## src/rtl/sfdc_pkg.sv

```systemverilog
// sfdc_pkg: shared types, constants and the crc-8 step for the sensor frame deframer
// no dependencies; used by the core and the testbench
package sfdc_pkg;

  localparam int MAX_PAYLOAD = 48;

  localparam int CFG_IDX_W  = 3;
  localparam int CFG_DATA_W = 8;

  localparam logic [7:0] HEAD_BYTE_RST  = 8'hAA;
  localparam logic [7:0] TAIL_BYTE_RST  = 8'h55;
  localparam logic [7:0] CRC_POLY_RST   = 8'h07;
  localparam logic [7:0] CRC_START_RST  = 8'h00;
  localparam logic       CRC_LSB_RST    = 1'b0;

  typedef enum logic [CFG_IDX_W-1:0] {
    REG_HEAD_BYTE  = 3'd0,
    REG_TAIL_BYTE  = 3'd1,
    REG_CRC_POLY   = 3'd2,
    REG_CRC_START  = 3'd3,
    REG_CRC_LSB    = 3'd4
  } cfg_reg_t;

  typedef enum logic [2:0] {
    PH_HEAD,
    PH_LENGTH,
    PH_SENSOR,
    PH_DATA,
    PH_CRC,
    PH_TAIL,
    PH_EMIT
  } phase_t;

  typedef struct packed {
    logic [7:0] head_byte;
    logic [7:0] tail_byte;
    logic [7:0] crc_poly;
    logic [7:0] crc_start;
    logic       crc_lsb_first;
  } cfg_t;

  // one byte through the crc-8, msb or lsb first
  function automatic logic [7:0] crc8_feed(input logic [7:0] crc, input logic [7:0] b,
                                           input logic [7:0] poly, input logic lsb_first);
    logic [7:0] c;
    logic [7:0] rpoly;
    c = crc ^ b;
    for (int i = 0; i < 8; i++) begin
      rpoly[i] = poly[7-i];
    end
    for (int i = 0; i < 8; i++) begin
      if (lsb_first) begin
        c = c[0] ? ((c >> 1) ^ rpoly) : (c >> 1);
      end else begin
        c = c[7] ? ((c << 1) ^ poly) : (c << 1);
      end
    end
    return c;
  endfunction

endpackage

```

## src/rtl/sfdc_in_if.sv

```systemverilog
// sfdc_in_if: valid/ready channel carrying one received byte per transaction
// no dependencies
interface sfdc_in_if;
  logic       valid;
  logic       ready;
  logic [7:0] rx_byte;

  modport source (output valid, output rx_byte, input ready);
  modport sink (input valid, input rx_byte, output ready);
endinterface

```

## src/rtl/sfdc_out_if.sv

```systemverilog
// sfdc_out_if: valid/ready channel carrying one decoded frame result per transaction
// no dependencies
interface sfdc_out_if;
  logic       valid;
  logic       ready;
  logic [7:0] frame_sensor;
  logic [5:0] frame_length;
  logic [5:0] byte_position;
  logic [7:0] payload_value;
  logic       has_payload;
  logic       last_of_frame;

  modport source (output valid, output frame_sensor, output frame_length,
                  output byte_position, output payload_value, output has_payload,
                  output last_of_frame, input ready);
  modport sink (input valid, input frame_sensor, input frame_length,
                input byte_position, input payload_value, input has_payload,
                input last_of_frame, output ready);
endinterface

```

## src/rtl/sfdc_ram.sv

```systemverilog
// sfdc_ram: generic simple dual-port ram, one write and one registered read port
// no dependencies
module sfdc_ram #(
  parameter int WIDTH = 8,
  parameter int DEPTH = 48,
  localparam int AW = (DEPTH > 1) ? $clog2(DEPTH) : 1
) (
  input  logic             clk,
  input  logic             we,
  input  logic [AW-1:0]    waddr,
  input  logic [WIDTH-1:0] wdata,
  input  logic             re,
  input  logic [AW-1:0]    raddr,
  output logic [WIDTH-1:0] rdata
);

  logic [WIDTH-1:0] mem [DEPTH];
  logic [WIDTH-1:0] rdata_r;

  always_ff @(posedge clk) begin
    if (we) begin
      mem[waddr] <= wdata;
    end
    if (re) begin
      rdata_r <= mem[raddr];
    end
  end

  assign rdata = rdata_r;

endmodule

```

## src/rtl/sensor_frame_deframer_crc8_core.sv

```systemverilog
// sensor_frame_deframer_crc8_core: finds head/length/id/payload/crc-8/tail frames
// depends on sfdc_pkg, sfdc_in_if, sfdc_out_if and sfdc_ram
//
//   channel   dir  handshake      carries
//   in_ch     in   valid/ready    rx_byte
//   out_ch    out  valid/ready    frame_sensor .. last_of_frame
//   cfg_*     in   cfg_we only    register index and data
//
// each received byte is taken while in_ch.ready is high; the crc-8 step is done in the same cycle
// after a good tail, the payload ram is read back one entry per cycle while out does not
// stall; the ram read is registered, and the input is held until the last entry is loaded into out
// a frame of length zero gives its notice straight from the tail byte
// synchronous active-low reset; the payload ram is not cleared
module sensor_frame_deframer_crc8_core #(
  parameter int MAX_PAYLOAD = sfdc_pkg::MAX_PAYLOAD
) (
  input  logic                             clk,
  input  logic                             rst_n,
  sfdc_in_if.sink                          in_ch,
  sfdc_out_if.source                       out_ch,
  input  logic                             cfg_we,
  input  logic [sfdc_pkg::CFG_IDX_W-1:0]   cfg_index,
  input  logic [sfdc_pkg::CFG_DATA_W-1:0]  cfg_wdata
);

  localparam int AW = (MAX_PAYLOAD > 1) ? $clog2(MAX_PAYLOAD) : 1;
  localparam int CW = $clog2(MAX_PAYLOAD + 1);

  sfdc_pkg::phase_t phase_r, phase_nxt;
  sfdc_pkg::cfg_t   cfg_r, cfg_nxt;

  logic [CW-1:0] cnt_r, cnt_nxt;
  logic [CW-1:0] len_r, len_nxt;
  logic [7:0]    sensor_r, sensor_nxt;
  logic [7:0]    crc_r, crc_nxt;
  logic [CW-1:0] rd_idx_r, rd_idx_nxt;
  logic          rd_pend_r, rd_pend_nxt;
  logic [AW-1:0] pend_addr_r, pend_addr_nxt;

  logic          out_valid_r, out_valid_nxt;
  logic [7:0]    o_sensor_r, o_sensor_nxt;
  logic [5:0]    o_len_r, o_len_nxt;
  logic [5:0]    o_pos_r, o_pos_nxt;
  logic [7:0]    o_val_r, o_val_nxt;
  logic          o_has_r, o_has_nxt;
  logic          o_last_r, o_last_nxt;

  logic          in_ready;
  logic          in_acc;
  logic [7:0]    b;
  logic [7:0]    crc_step;
  logic [CW-1:0] cnt_inc;
  logic          out_free;
  logic          rd_more;
  logic          rd_load;
  logic          rd_issue;
  logic          empty_load;
  logic          ram_we;
  logic [AW-1:0] ram_waddr;
  logic          ram_re;
  logic [AW-1:0] ram_raddr;
  logic [7:0]    ram_rdata;

  assign b        = in_ch.rx_byte;
  assign in_acc   = in_ch.valid && in_ready;
  assign crc_step = sfdc_pkg::crc8_feed(crc_r, b, cfg_r.crc_poly, cfg_r.crc_lsb_first);
  assign cnt_inc  = cnt_r + CW'(1);
  assign out_free = !out_valid_r || out_ch.ready;
  assign rd_more  = rd_idx_r < len_r;

  // control outputs
  always_comb begin
    in_ready   = 1'b0;
    ram_we     = 1'b0;
    ram_re     = 1'b0;
    rd_load    = 1'b0;
    rd_issue   = 1'b0;
    empty_load = 1'b0;
    ram_waddr  = cnt_r[AW-1:0];
    ram_raddr  = rd_idx_r[AW-1:0];
    case (phase_r)
      sfdc_pkg::PH_EMIT: begin
        rd_load  = rd_pend_r && out_free;
        rd_issue = rd_more && (!rd_pend_r || rd_load);
        ram_re   = rd_issue;
      end
      sfdc_pkg::PH_TAIL: begin
        in_ready   = out_free;
        empty_load = in_acc && (b == cfg_r.tail_byte) && (len_r == '0);
      end
      sfdc_pkg::PH_DATA: begin
        in_ready = 1'b1;
        ram_we   = in_acc;
      end
      default: begin
        in_ready = 1'b1;
      end
    endcase
  end

  // next state
  always_comb begin
    phase_nxt = phase_r;
    case (phase_r)
      sfdc_pkg::PH_HEAD: begin
        if (in_acc && b == cfg_r.head_byte) begin
          phase_nxt = sfdc_pkg::PH_LENGTH;
        end
      end
      sfdc_pkg::PH_LENGTH: begin
        if (in_acc) begin
          phase_nxt = (b > 8'(MAX_PAYLOAD)) ? sfdc_pkg::PH_HEAD : sfdc_pkg::PH_SENSOR;
        end
      end
      sfdc_pkg::PH_SENSOR: begin
        if (in_acc) begin
          phase_nxt = (len_r == '0) ? sfdc_pkg::PH_CRC : sfdc_pkg::PH_DATA;
        end
      end
      sfdc_pkg::PH_DATA: begin
        if (in_acc && cnt_inc >= len_r) begin
          phase_nxt = sfdc_pkg::PH_CRC;
        end
      end
      sfdc_pkg::PH_CRC: begin
        if (in_acc) begin
          phase_nxt = (crc_r == b) ? sfdc_pkg::PH_TAIL : sfdc_pkg::PH_HEAD;
        end
      end
      sfdc_pkg::PH_TAIL: begin
        if (in_acc) begin
          phase_nxt = (b == cfg_r.tail_byte && len_r != '0) ? sfdc_pkg::PH_EMIT
                                                              : sfdc_pkg::PH_HEAD;
        end
      end
      sfdc_pkg::PH_EMIT: begin
        if (!rd_more && rd_load) begin
          phase_nxt = sfdc_pkg::PH_HEAD;
        end
      end
      default: begin
        phase_nxt = sfdc_pkg::PH_HEAD;
      end
    endcase
  end

  // datapath
  always_comb begin
    cfg_nxt       = cfg_r;
    cnt_nxt       = cnt_r;
    len_nxt       = len_r;
    sensor_nxt    = sensor_r;
    crc_nxt       = crc_r;
    rd_idx_nxt    = rd_idx_r;
    rd_pend_nxt   = rd_pend_r;
    pend_addr_nxt = pend_addr_r;
    out_valid_nxt = out_valid_r && !out_ch.ready;
    o_sensor_nxt  = o_sensor_r;
    o_len_nxt     = o_len_r;
    o_pos_nxt     = o_pos_r;
    o_val_nxt     = o_val_r;
    o_has_nxt     = o_has_r;
    o_last_nxt    = o_last_r;

    if (cfg_we) begin
      case (sfdc_pkg::cfg_reg_t'(cfg_index))
        sfdc_pkg::REG_HEAD_BYTE: cfg_nxt.head_byte     = cfg_wdata;
        sfdc_pkg::REG_TAIL_BYTE: cfg_nxt.tail_byte     = cfg_wdata;
        sfdc_pkg::REG_CRC_POLY:  cfg_nxt.crc_poly      = cfg_wdata;
        sfdc_pkg::REG_CRC_START: cfg_nxt.crc_start     = cfg_wdata;
        sfdc_pkg::REG_CRC_LSB:   cfg_nxt.crc_lsb_first = cfg_wdata[0];
        default: begin
        end
      endcase
    end

    case (phase_r)
      sfdc_pkg::PH_HEAD: begin
        if (in_acc && b == cfg_r.head_byte) begin
          cnt_nxt = '0;
          crc_nxt = cfg_r.crc_start;
        end
      end
      sfdc_pkg::PH_LENGTH: begin
        if (in_acc && b <= 8'(MAX_PAYLOAD)) begin
          len_nxt = b[CW-1:0];
          crc_nxt = crc_step;
        end
      end
      sfdc_pkg::PH_SENSOR: begin
        if (in_acc) begin
          sensor_nxt = b;
          crc_nxt    = crc_step;
          cnt_nxt    = '0;
        end
      end
      sfdc_pkg::PH_DATA: begin
        if (in_acc) begin
          crc_nxt = crc_step;
          cnt_nxt = cnt_inc;
        end
      end
      sfdc_pkg::PH_TAIL: begin
        rd_idx_nxt  = '0;
        rd_pend_nxt = 1'b0;
      end
      sfdc_pkg::PH_EMIT: begin
        if (rd_issue) begin
          rd_idx_nxt    = rd_idx_r + CW'(1);
          pend_addr_nxt = rd_idx_r[AW-1:0];
        end
        rd_pend_nxt = rd_issue || (rd_pend_r && !rd_load);
      end
      default: begin
      end
    endcase

    if (empty_load) begin
      out_valid_nxt = 1'b1;
      o_sensor_nxt  = sensor_r;
      o_len_nxt     = '0;
      o_pos_nxt     = '0;
      o_val_nxt     = '0;
      o_has_nxt     = 1'b0;
      o_last_nxt    = 1'b1;
    end else if (rd_load) begin
      out_valid_nxt = 1'b1;
      o_sensor_nxt  = sensor_r;
      o_len_nxt     = 6'(len_r);
      o_pos_nxt     = 6'(pend_addr_r);
      o_val_nxt     = ram_rdata;
      o_has_nxt     = 1'b1;
      o_last_nxt    = (CW'(pend_addr_r) + CW'(1)) == len_r;
    end
  end

  always_ff @(posedge clk) begin
    if (!rst_n) begin
      phase_r       <= sfdc_pkg::PH_HEAD;
      cfg_r         <= '{head_byte:     sfdc_pkg::HEAD_BYTE_RST,
                         tail_byte:     sfdc_pkg::TAIL_BYTE_RST,
                         crc_poly:      sfdc_pkg::CRC_POLY_RST,
                         crc_start:     sfdc_pkg::CRC_START_RST,
                         crc_lsb_first: sfdc_pkg::CRC_LSB_RST};
      cnt_r         <= '0;
      len_r         <= '0;
      sensor_r      <= '0;
      crc_r         <= sfdc_pkg::CRC_START_RST;
      rd_idx_r      <= '0;
      rd_pend_r     <= 1'b0;
      out_valid_r   <= 1'b0;
    end else begin
      phase_r       <= phase_nxt;
      cfg_r         <= cfg_nxt;
      cnt_r         <= cnt_nxt;
      len_r         <= len_nxt;
      sensor_r      <= sensor_nxt;
      crc_r         <= crc_nxt;
      rd_idx_r      <= rd_idx_nxt;
      rd_pend_r     <= rd_pend_nxt;
      out_valid_r   <= out_valid_nxt;
    end
  end

  always_ff @(posedge clk) begin
    pend_addr_r <= pend_addr_nxt;
    o_sensor_r  <= o_sensor_nxt;
    o_len_r     <= o_len_nxt;
    o_pos_r     <= o_pos_nxt;
    o_val_r     <= o_val_nxt;
    o_has_r     <= o_has_nxt;
    o_last_r    <= o_last_nxt;
  end

  sfdc_ram #(
    .WIDTH (8),
    .DEPTH (MAX_PAYLOAD)
  ) u_payload_ram (
    .clk   (clk),
    .we    (ram_we),
    .waddr (ram_waddr),
    .wdata (b),
    .re    (ram_re),
    .raddr (ram_raddr),
    .rdata (ram_rdata)
  );

  assign in_ch.ready          = in_ready;
  assign out_ch.valid         = out_valid_r;
  assign out_ch.frame_sensor  = o_sensor_r;
  assign out_ch.frame_length  = o_len_r;
  assign out_ch.byte_position = o_pos_r;
  assign out_ch.payload_value = o_val_r;
  assign out_ch.has_payload   = o_has_r;
  assign out_ch.last_of_frame = o_last_r;

endmodule

```

## src/flat_wrapper.sv

```systemverilog
// flat-port wrapper written by rule: the top's interface ports become plain ports
module sensor_frame_deframer_crc8_core_flat 
#(
  parameter int MAX_PAYLOAD = sfdc_pkg::MAX_PAYLOAD
)
  (clk, rst_n, cfg_we, cfg_index, cfg_wdata, in_ch_valid, in_ch_rx_byte, in_ch_ready, out_ch_valid, out_ch_frame_sensor, out_ch_frame_length, out_ch_byte_position, out_ch_payload_value, out_ch_has_payload, out_ch_last_of_frame, out_ch_ready);
  sfdc_in_if in_ch_i ();
  sfdc_out_if out_ch_i ();
  input  logic clk;
  input  logic rst_n;
  input  logic cfg_we;
  input  logic [sfdc_pkg::CFG_IDX_W-1:0] cfg_index;
  input  logic [sfdc_pkg::CFG_DATA_W-1:0] cfg_wdata;
  input wire logic [$bits(in_ch_i.valid)-1:0] in_ch_valid;
  input wire logic [$bits(in_ch_i.rx_byte)-1:0] in_ch_rx_byte;
  output wire logic [$bits(in_ch_i.ready)-1:0] in_ch_ready;
  output wire logic [$bits(out_ch_i.valid)-1:0] out_ch_valid;
  output wire logic [$bits(out_ch_i.frame_sensor)-1:0] out_ch_frame_sensor;
  output wire logic [$bits(out_ch_i.frame_length)-1:0] out_ch_frame_length;
  output wire logic [$bits(out_ch_i.byte_position)-1:0] out_ch_byte_position;
  output wire logic [$bits(out_ch_i.payload_value)-1:0] out_ch_payload_value;
  output wire logic [$bits(out_ch_i.has_payload)-1:0] out_ch_has_payload;
  output wire logic [$bits(out_ch_i.last_of_frame)-1:0] out_ch_last_of_frame;
  input wire logic [$bits(out_ch_i.ready)-1:0] out_ch_ready;
  assign in_ch_i.valid = in_ch_valid;
  assign in_ch_i.rx_byte = in_ch_rx_byte;
  assign in_ch_ready = in_ch_i.ready;
  assign out_ch_valid = out_ch_i.valid;
  assign out_ch_frame_sensor = out_ch_i.frame_sensor;
  assign out_ch_frame_length = out_ch_i.frame_length;
  assign out_ch_byte_position = out_ch_i.byte_position;
  assign out_ch_payload_value = out_ch_i.payload_value;
  assign out_ch_has_payload = out_ch_i.has_payload;
  assign out_ch_last_of_frame = out_ch_i.last_of_frame;
  assign out_ch_i.ready = out_ch_ready;
  sensor_frame_deframer_crc8_core #(.MAX_PAYLOAD(MAX_PAYLOAD)) u_core (.clk(clk), .rst_n(rst_n), .in_ch(in_ch_i), .out_ch(out_ch_i), .cfg_we(cfg_we), .cfg_index(cfg_index), .cfg_wdata(cfg_wdata));
endmodule
```

## config.mk

```make
export PLATFORM = sky130hd
export DESIGN_NAME = sensor_frame_deframer_crc8_core_flat
export DESIGN_NICKNAME = d
export VERILOG_FILES = /design/src/rtl/sfdc_pkg.sv /design/src/rtl/sfdc_in_if.sv /design/src/rtl/sfdc_out_if.sv /design/src/rtl/sfdc_ram.sv /design/src/rtl/sensor_frame_deframer_crc8_core.sv /design/src/flat_wrapper.sv
export SDC_FILE = /design/constraint.sdc
export NUM_CORES = 1
export LEC_CHECK = 0
export ABC_AREA = 1
export BUFFER_PORTS_ARGS = -buffer_cell sky130_fd_sc_hd__buf_2
export CAP_MARGIN = 40
export CELL_PAD_IN_SITES_DETAIL_PLACEMENT = 2
export CELL_PAD_IN_SITES_GLOBAL_PLACEMENT = 2
export CORE_MARGIN = 4
export CORE_UTILIZATION = 41
export DETAILED_ROUTE_END_ITERATION = 10
export PLACE_DENSITY_LB_ADDON = 0.15
export SLEW_MARGIN = 20
export SYNTH_ARGS = -nofsm -noshare
export SYNTH_HDL_FRONTEND = slang
export SYNTH_SLANG_ARGS = --single-unit
```

## constraint.sdc

```tcl
create_clock -name clk -period 4.25 [get_ports clk]
set_input_delay 0.425 -clock clk [delete_from_list [all_inputs] [get_ports clk]]
set_output_delay 0.425 -clock clk [all_outputs]
set_load 0.05 [all_outputs]
```

==> impl_metrics.json, run 1 <==
{
  "clock_tree.buffer_depth": 3,
  "clock_latency_ns": 0.63,
  "post_dp_hpwl_mm": 59.0,
  "grt_first_pass_wirelength_mm": 135,
  "max_freq_mhz": 232,
  "async_reset_ff_share_pct": 0,
  "hold_path.class": "input pin to register",
  "postSynthAreaPerCell_sq_um": 9.72,
  "cp_data_required_time_ns": 4.81,
  "drive_above_1_share_pct": 22.9,
  "timing.max_cap.violations": 0,
  "gr-usage-all-layers_pct": 29.1,
  "outcome": "complete, but fails checks",
  "layout.cells.most_common_list": "406 x sky130_fd_sc_hd__edfxtp_1, 347 x sky130_fd_sc_hd__nand2_1, 306 x sky130_fd_sc_hd__nor2_1, 239 x sky130_fd_sc_hd__o21ai_0, 223 x sky130_fd_sc_hd__nand3_1",
  "swShare_pct": 34.7,
  "seq_area_sq_um": 14100,
  "placed_area_sq_um": 25600,
  "leakage_nw": 10.5,
  "pin_count_of_the_biggest_net_entering_global_routing": 100,
  "finalWirelength_mm": 93.9,
  "critical-path-max-stage-delay_ns": 0.41,
  "post_synth_edffs": 406,
  "final.fill_count": 5792,
  "clock_tree.htree_level_count": 2,
  "primary_ff_master_synth": "sky130_fd_sc_hd__edfxtp_1",
  "violations": "setup timing",
  "critical_path_peak_fanout": 7,
  "die_area_sq_um": 61000,
  "mappedNetlistArea_sq_um": 23400,
  "power_switching_mw": 5.14,
  "post_drt_via_cell_ratio": 5.92,
  "postLayoutSetupSlackWorst_ns": -0.0562,
  "synth-seq-cells": 500,
  "port-buffer-count": 55,
  "part_of_the_cycle_the_worst_path_needs_pct": 101,
  "timing_worst_slew_pin_value_ns": 0.867,
  "setup_viol_count_final": 4,
  "hold_buffers": 0,
  "synth_top_area_share_pct": 52.1,
  "timing_hold_violations_final": 0,
  "critical_path_class": "register to register",
  "drc": 0,
  "synth.net_count": 2448,
  "area_growth_syn_to_layout_pct": 21.3,
  "global_route.overflow_total": 0,
  "cp_slowest_cell": "sky130_fd_sc_hd__dfxtp_4",
  "layout_commonest_cell": "sky130_fd_sc_hd__edfxtp_1",
  "yosysSeqAreaShare_pct": 60.1,
  "timing.clock.skew_ns": 0.0405,
  "die_h_um": 247,
  "design.final.nets": 2664,
  "cellPowerDensity_nw_per_um2": 521,
  "gp_congestion": 0.868,
  "drt.antenna.violating_nets": 0,
  "cp.arrival_ns": 4.86,
  "wl_per_cell_um": 27.4,
  "initial_core_util_pct": 41.5,
  "cts.sink_count": 500,
  "synth-warning-count": 0,
  "cts.clk_slew.worst_paths_ns": 0.06,
  "floorplan.die.width_um": 247,
  "power.share.combinational_pct": 31.8,
  "detail_route.iter0.violations": 1361,
  "grt_pass1_vias": 21800,
  "crit_top_cell": "sky130_fd_sc_hd__nand2_2",
  "cp-end-kind": "register",
  "floorplan.io_pins": 56,
  "unrepaired_setup_endpoints_after_global_routing": "true",
  "number_of_distinct_standard_cells_referenced_by_the_synthesized_netlist": 54,
  "setup.worst_path.start_class": "register",
  "multiInputGateArea_sq_um": 8800,
  "synthDominantAreaCellType": "sky130_fd_sc_hd__edfxtp_1",
  "final.min_clock_period_ns": 4.31,
  "cts_tree": "done",
  "synthesis.instances": 2410,
  "initial_antenna_violation_count": 1,
  "netlist_top_cells_area": "sky130_fd_sc_hd__edfxtp_1 52%, sky130_fd_sc_hd__dfxtp_1 8.0%, sky130_fd_sc_hd__nand2_1 6.7%",
  "num_rows": 87,
  "whs_ns": 0.120,
  "vdd_ir_drop_max_mv": 0.308,
  "routed-via-count": 20300,
  "design_area_sq_um": 28400,
  "p_seq_share_pct": 37.3,
  "clockPowerShare_pct": 30.9,
  "max-slew-margin-rel_pct": 41.7,
  "first_pass_iters": 5,
  "cts_root_buf": "sky130_fd_sc_hd__clkbuf_16",
  "tritoncts.num_buffers": 54,
  "core_area_sq_um": 56500,
  "power.internal_mw": 9.66,
  "final-max-slew-violation-count": 0
}
==> path summary, 6_finish.rpt <==
| kind | from | endpoint | slack, ns | cells past startpoint |
|---|---|---|---|---|
| max | u_core.crc_r[7]$_SDFFE_PN0P_ | u_core.crc_r[1]$_SDFFE_PN0P_ | -0.06 | 37 |
| min | cfg_wdata[1] | u_core.cfg_r[26]$_SDFFE_PN1P_ | 0.12 | 3 |
| max reg2reg | u_core.crc_r[7]$_SDFFE_PN0P_ | u_core.crc_r[1]$_SDFFE_PN0P_ | -0.06 | 37 |
| min reg2reg | u_core.sensor_r[6]$_SDFFE_PN0P_ | u_core.out_ch.frame_sensor[6]$_DFFE_PP_ | 0.44 | 0 |
==> sequential cells by signal (all words and copies together), names as in the netlist, 8 cells and up <==
register and flops:
u_core.cfg_r 33, u_core.crc_r 8, u_core.out_ch.frame_sensor 8, u_core.out_ch.payload_value 8, u_core.sensor_r 8, u_core.u_payload_ram.mem 384
u_core.u_payload_ram.rdata 8
==> power by group through the flow <==
stage	registers, mW	clock network [mW]	logic [mW]
floorplan	5.56	0	2.37
global placement	5.60	0	3.58
detailed placement	5.60	0	3.82
CTS	5.50	4.64	3.90
global route	5.53	4.86	5.12
finish	5.52	4.57	4.71
==> routing by layer <==
metal	part of all wire, %	vias to the layer above	global-route usage (%)	wire length (um)
met5	0	-	0	0
met4	4.5	0	10.8	4270
li1	-	8957	-	-
met2	53	515	54.3	49400
met1	39	10600	34.6	36700
met3	3.9	222	3.05	3620
==> synthesized netlist by cell type (18+ instances only) <==
| cell | number |
|---|---|
| sky130_fd_sc_hd__edfxtp_1 | 406 |
| sky130_fd_sc_hd__o22ai_1 | 64 |
| sky130_fd_sc_hd__dfxtp_1 | 94 |
| sky130_fd_sc_hd__nand2_1 | 417 |
| sky130_fd_sc_hd__nand3_2 | 25 |
| sky130_fd_sc_hd__inv_1 | 104 |
| sky130_fd_sc_hd__a21oi_1 | 95 |
| sky130_fd_sc_hd__o211ai_1 | 18 |
| sky130_fd_sc_hd__o221ai_1 | 34 |
| sky130_fd_sc_hd__inv_2 | 26 |
| sky130_fd_sc_hd__nand3_1 | 245 |
| sky130_fd_sc_hd__nand4_1 | 20 |
| sky130_fd_sc_hd__clkbuf_1 | 104 |
| sky130_fd_sc_hd__nand2_2 | 26 |
| sky130_fd_sc_hd__nor2_1 | 311 |
| sky130_fd_sc_hd__o21ai_0 | 243 |
==> stage by stage <==
| step | setup TNS, ns | worst slack, ns | power [mW] | instances | util (%) |
|---|---|---|---|---|---|
| after floorplan | 0 | 0.808 | 7.94 | 2410 | - |
| after global placement | -1.12 | -0.188 | 9.18 | 3265 | 45.2 |
| after detailed placement | -2.42 | -0.344 | 9.42 | 3268 | 45.3 |
| after CTS | 0 | 0.000450 | 14.0 | 3369 | 48.3 |
| after global routing | -2.30 | -0.324 | 15.5 | 3424 | 50.3 |
| final | -0.119 | -0.0562 | 14.8 | 3425 | 50.3 |
==> final cells by class <==
type,instances,share of cell area (%)
inverters,138,1.91
clock buffers,64,4.96
well taps,756,3.33
multi-input cells,1635,31.0
clock inverters,34,0.925
flip-flops and latches,500,49.6
diodes,1,0.00881
repair buffers,297,8.27
==> critical path: cells and delay by family, from the launching register on <==
family	cells	cell delay, ns
AO/OA/AOI/OAI	3	0.62
buffers and inverters	5	0.40
flip-flops	1	0.41
AND/OR/NAND/NOR	29	2.82
==> what timing repair did <==
action,CTS,global route
pin swaps,1,85
setup buffers,2,43
hold endpoints to repair,0,0
resized for setup,9,189
cloned,1,3
setup endpoints to repair,8,8
==> cell families after synthesis <==
family,after synthesis,share of synthesized area [%]
xor+xnor,21,0.785
buf+inv,279,5.02
flops,500,60.1
compound gates,512,12.7
fa+ha+maj,14,0.748
simple gates,1084,20.6
Note: power is estimated with default switching activity, not from simulation.
==> run 2, diff against run 1 <==
Settings changed: CORE_MARGIN 4 to not set, CORE_UTILIZATION 41 to 35, CTS_CLUSTER_DIAMETER set to 100.
==> run 2 against run 1 <==
Against the previous run:
- the run ends with DRC, setup timing left
- flip-flop and latch count unchanged
- largest power group unchanged
- count of clock-buffer cells in the layout up 12
- first-iteration DRC count down 17%
- cell count up 3.4%
- final area up 1.4%
- clock skew down 0.0037 ns
- worst setup slack better by 0.026 ns
- clock power up 4%
- combinational power about the same
==> impl_metrics.json, run 2 (same netlist as run 1, synthesis figures left out) <==
{
  "outcome": "complete, but fails checks",
  "violations": "DRC, setup timing",
  "gr-usage-all-layers_pct": 25.0,
  "layout_commonest_cell": "sky130_fd_sc_hd__edfxtp_1",
  "floorplan.die.width_um": 261,
  "wl_per_cell_um": 24.7,
  "swShare_pct": 34.2,
  "timing.clock.skew_ns": 0.0368,
  "leakage_nw": 10.6,
  "max_freq_mhz": 234,
  "cp.arrival_ns": 4.77,
  "cts.sink_count": 500,
  "cellPowerDensity_nw_per_um2": 518,
  "final.fill_count": 6920,
  "post_dp_hpwl_mm": 56.9,
  "finalWirelength_mm": 87.4,
  "final-max-slew-violation-count": 0,
  "area_growth_syn_to_layout_pct": 23.0,
  "part_of_the_cycle_the_worst_path_needs_pct": 101,
  "critical_path_peak_fanout": 7,
  "power_switching_mw": 5.10,
  "timing_worst_slew_pin_value_ns": 0.888,
  "gp_congestion": 0.834,
  "clock_latency_ns": 0.63,
  "critical_path_class": "register to register",
  "post_drt_via_cell_ratio": 5.52,
  "die_area_sq_um": 68000,
  "clock_tree.htree_level_count": 2,
  "port-buffer-count": 55,
  "power.share.combinational_pct": 31.3,
  "postLayoutSetupSlackWorst_ns": -0.0306,
  "pin_count_of_the_biggest_net_entering_global_routing": 131,
  "clock_tree.buffer_depth": 3,
  "die_h_um": 261,
  "p_seq_share_pct": 36.9,
  "design.final.nets": 2671,
  "first_pass_iters": 8,
  "clockPowerShare_pct": 31.8,
  "top_regs": "u_core.u_payload_ram.mem: 384 flops, u_core.cfg_r: 33 flops",
  "grt_first_pass_wirelength_mm": 129,
  "detail_route.iter0.violations": 1134,
  "max-slew-margin-rel_pct": 40.6,
  "unrepaired_setup_endpoints_after_global_routing": "true",
  "largest-register": "u_core.u_payload_ram.mem",
  "power.internal_mw": 9.83,
  "tritoncts.num_buffers": 55,
  "setup_viol_count_final": 2,
  "cts_tree": "done",
  "grt_pass1_vias": 21100,
  "timing_hold_violations_final": 0,
  "detailedPlace.worstSlack_ns": -0.387,
  "layout.cells.most_common_list": "406 x sky130_fd_sc_hd__edfxtp_1, 348 x sky130_fd_sc_hd__nand2_1, 307 x sky130_fd_sc_hd__nor2_1, 238 x sky130_fd_sc_hd__o21ai_0, 212 x sky130_fd_sc_hd__buf_4",
  "hold_path.class": "input pin to register",
  "cp-end-kind": "register",
  "drc": 2,
  "global_route.overflow_total": 0,
  "critical-path-max-stage-delay_ns": 0.39,
  "final.min_clock_period_ns": 4.28,
  "routed-via-count": 19500,
  "cp_data_required_time_ns": 4.74,
  "initial_core_util_pct": 35.5,
  "num_rows": 94,
  "floorplan.io_pins": 56,
  "cts.clk_slew.worst_paths_ns": 0.06,
  "drive_above_1_share_pct": 24.4,
  "core_area_sq_um": 66000,
  "cts_root_buf": "sky130_fd_sc_hd__clkbuf_16",
  "timing.max_cap.violations": 0,
  "drt.antenna.violating_nets": 0,
  "whs_ns": 0.0932,
  "vdd_ir_drop_max_mv": 0.328,
  "largest_reg_flops": 384,
  "initial_antenna_violation_count": 2,
  "setup.worst_path.start_class": "register",
  "hold_buffers": 0,
  "cp_slowest_cell": "sky130_fd_sc_hd__dfxtp_4",
  "crit_top_cell": "sky130_fd_sc_hd__nand2_2",
  "antenna_cells_inserted": 0
}
[run 2: cell types whose count changed in the layout (fill, tap and decap cells not counted), moves of 3 or more]
cell	delta
sky130_fd_sc_hd__clkinv_2	-3
sky130_fd_sc_hd__nand2_4	+3
sky130_fd_sc_hd__clkinv_1	-13
sky130_fd_sc_hd__inv_2	+3
sky130_fd_sc_hd__nand3_2	+31
sky130_fd_sc_hd__clkbuf_1	+10
sky130_fd_sc_hd__clkinvlp_4	+3
sky130_fd_sc_hd__nand3_1	-29
sky130_fd_sc_hd__buf_6	+4
[run 2: what timing repair did]
| item | 4_1_cts | 5_1_grt |
|---|---|---|
| buffers inserted | 0 | 50 |
| cloned | 0 | 5 |
| gates resized for setup | 11 | 224 |
| endpoints found under the setup margin | 8 | 8 |
| pin swaps | 1 | 112 |
[run 2: metal layers]
layer / vias up / track usage [%] / wire (um)
met2: 273 / 45.8 / 45200
met5: - / 0 / 0
met3: 138 / 2.53 / 2500
li1: 8976 / - / -
met4: 0 / 7.93 / 2940
met1: 10200 / 30.7 / 36800
[run 2: final timing paths]
path | start | endpoint | slack (ns) | cells after the start
max | u_core.crc_r[7]$_SDFFE_PN0P_ | u_core.crc_r[7]$_SDFFE_PN0P_ | -0.03 | 35
min | cfg_wdata[1] | u_core.cfg_r[26]$_SDFFE_PN1P_ | 0.09 | 3
max reg2reg | u_core.crc_r[7]$_SDFFE_PN0P_ | u_core.crc_r[7]$_SDFFE_PN0P_ | -0.03 | 35
min reg2reg | u_core.sensor_r[4]$_SDFFE_PN0P_ | u_core.out_ch.frame_sensor[4]$_DFFE_PP_ | 0.43 | 0
[run 2: final cells by class]
class | count | area (sq um) | area share, %
tap | 864 | 1080 | 3.75
inverter | 138 | 536 | 1.86
clock inverter | 25 | 298 | 1.03
sequential | 500 | 14100 | 48.9
clock buffer | 76 | 1480 | 5.12
multi-input combinational | 1636 | 8930 | 31.0
timing repair buffer | 302 | 2400 | 8.33
[run 2: power groups by stage]
stage	clock, mW	combinational, mW	sequential (mW)
6_report	4.74	4.68	5.51
5_1_grt	5.02	5.10	5.52
4_1_cts	4.84	3.81	5.50
3_5_place_dp	0	3.76	5.60
3_3_place_gp	0	3.60	5.59
2_1_floorplan	0	2.37	5.56
[run 2: worst max-delay path: cells and delay by family (launching register included)]
| kind | cells | cell delay [ns] |
|---|---|---|
| AND/OR/NAND/NOR | 25 | 2.49 |
| buffers and inverters | 6 | 0.65 |
| AO/OA/AOI/OAI | 4 | 0.57 |
| flip-flops | 1 | 0.39 |
[run 2: through the flow]
step,utilization (%),TNS [ns],cell area (sq um),total power [mW],cells
detailed placement,39.0,-2.53,25700,9.36,3381
CTS,41.7,0,27500,14.2,3482
floorplan,-,0,23400,7.94,2410
global route,43.7,-2.10,28800,15.6,3541
finish,43.7,-0.0443,28800,14.9,3541
global placement,38.9,-2.03,25700,9.19,3379
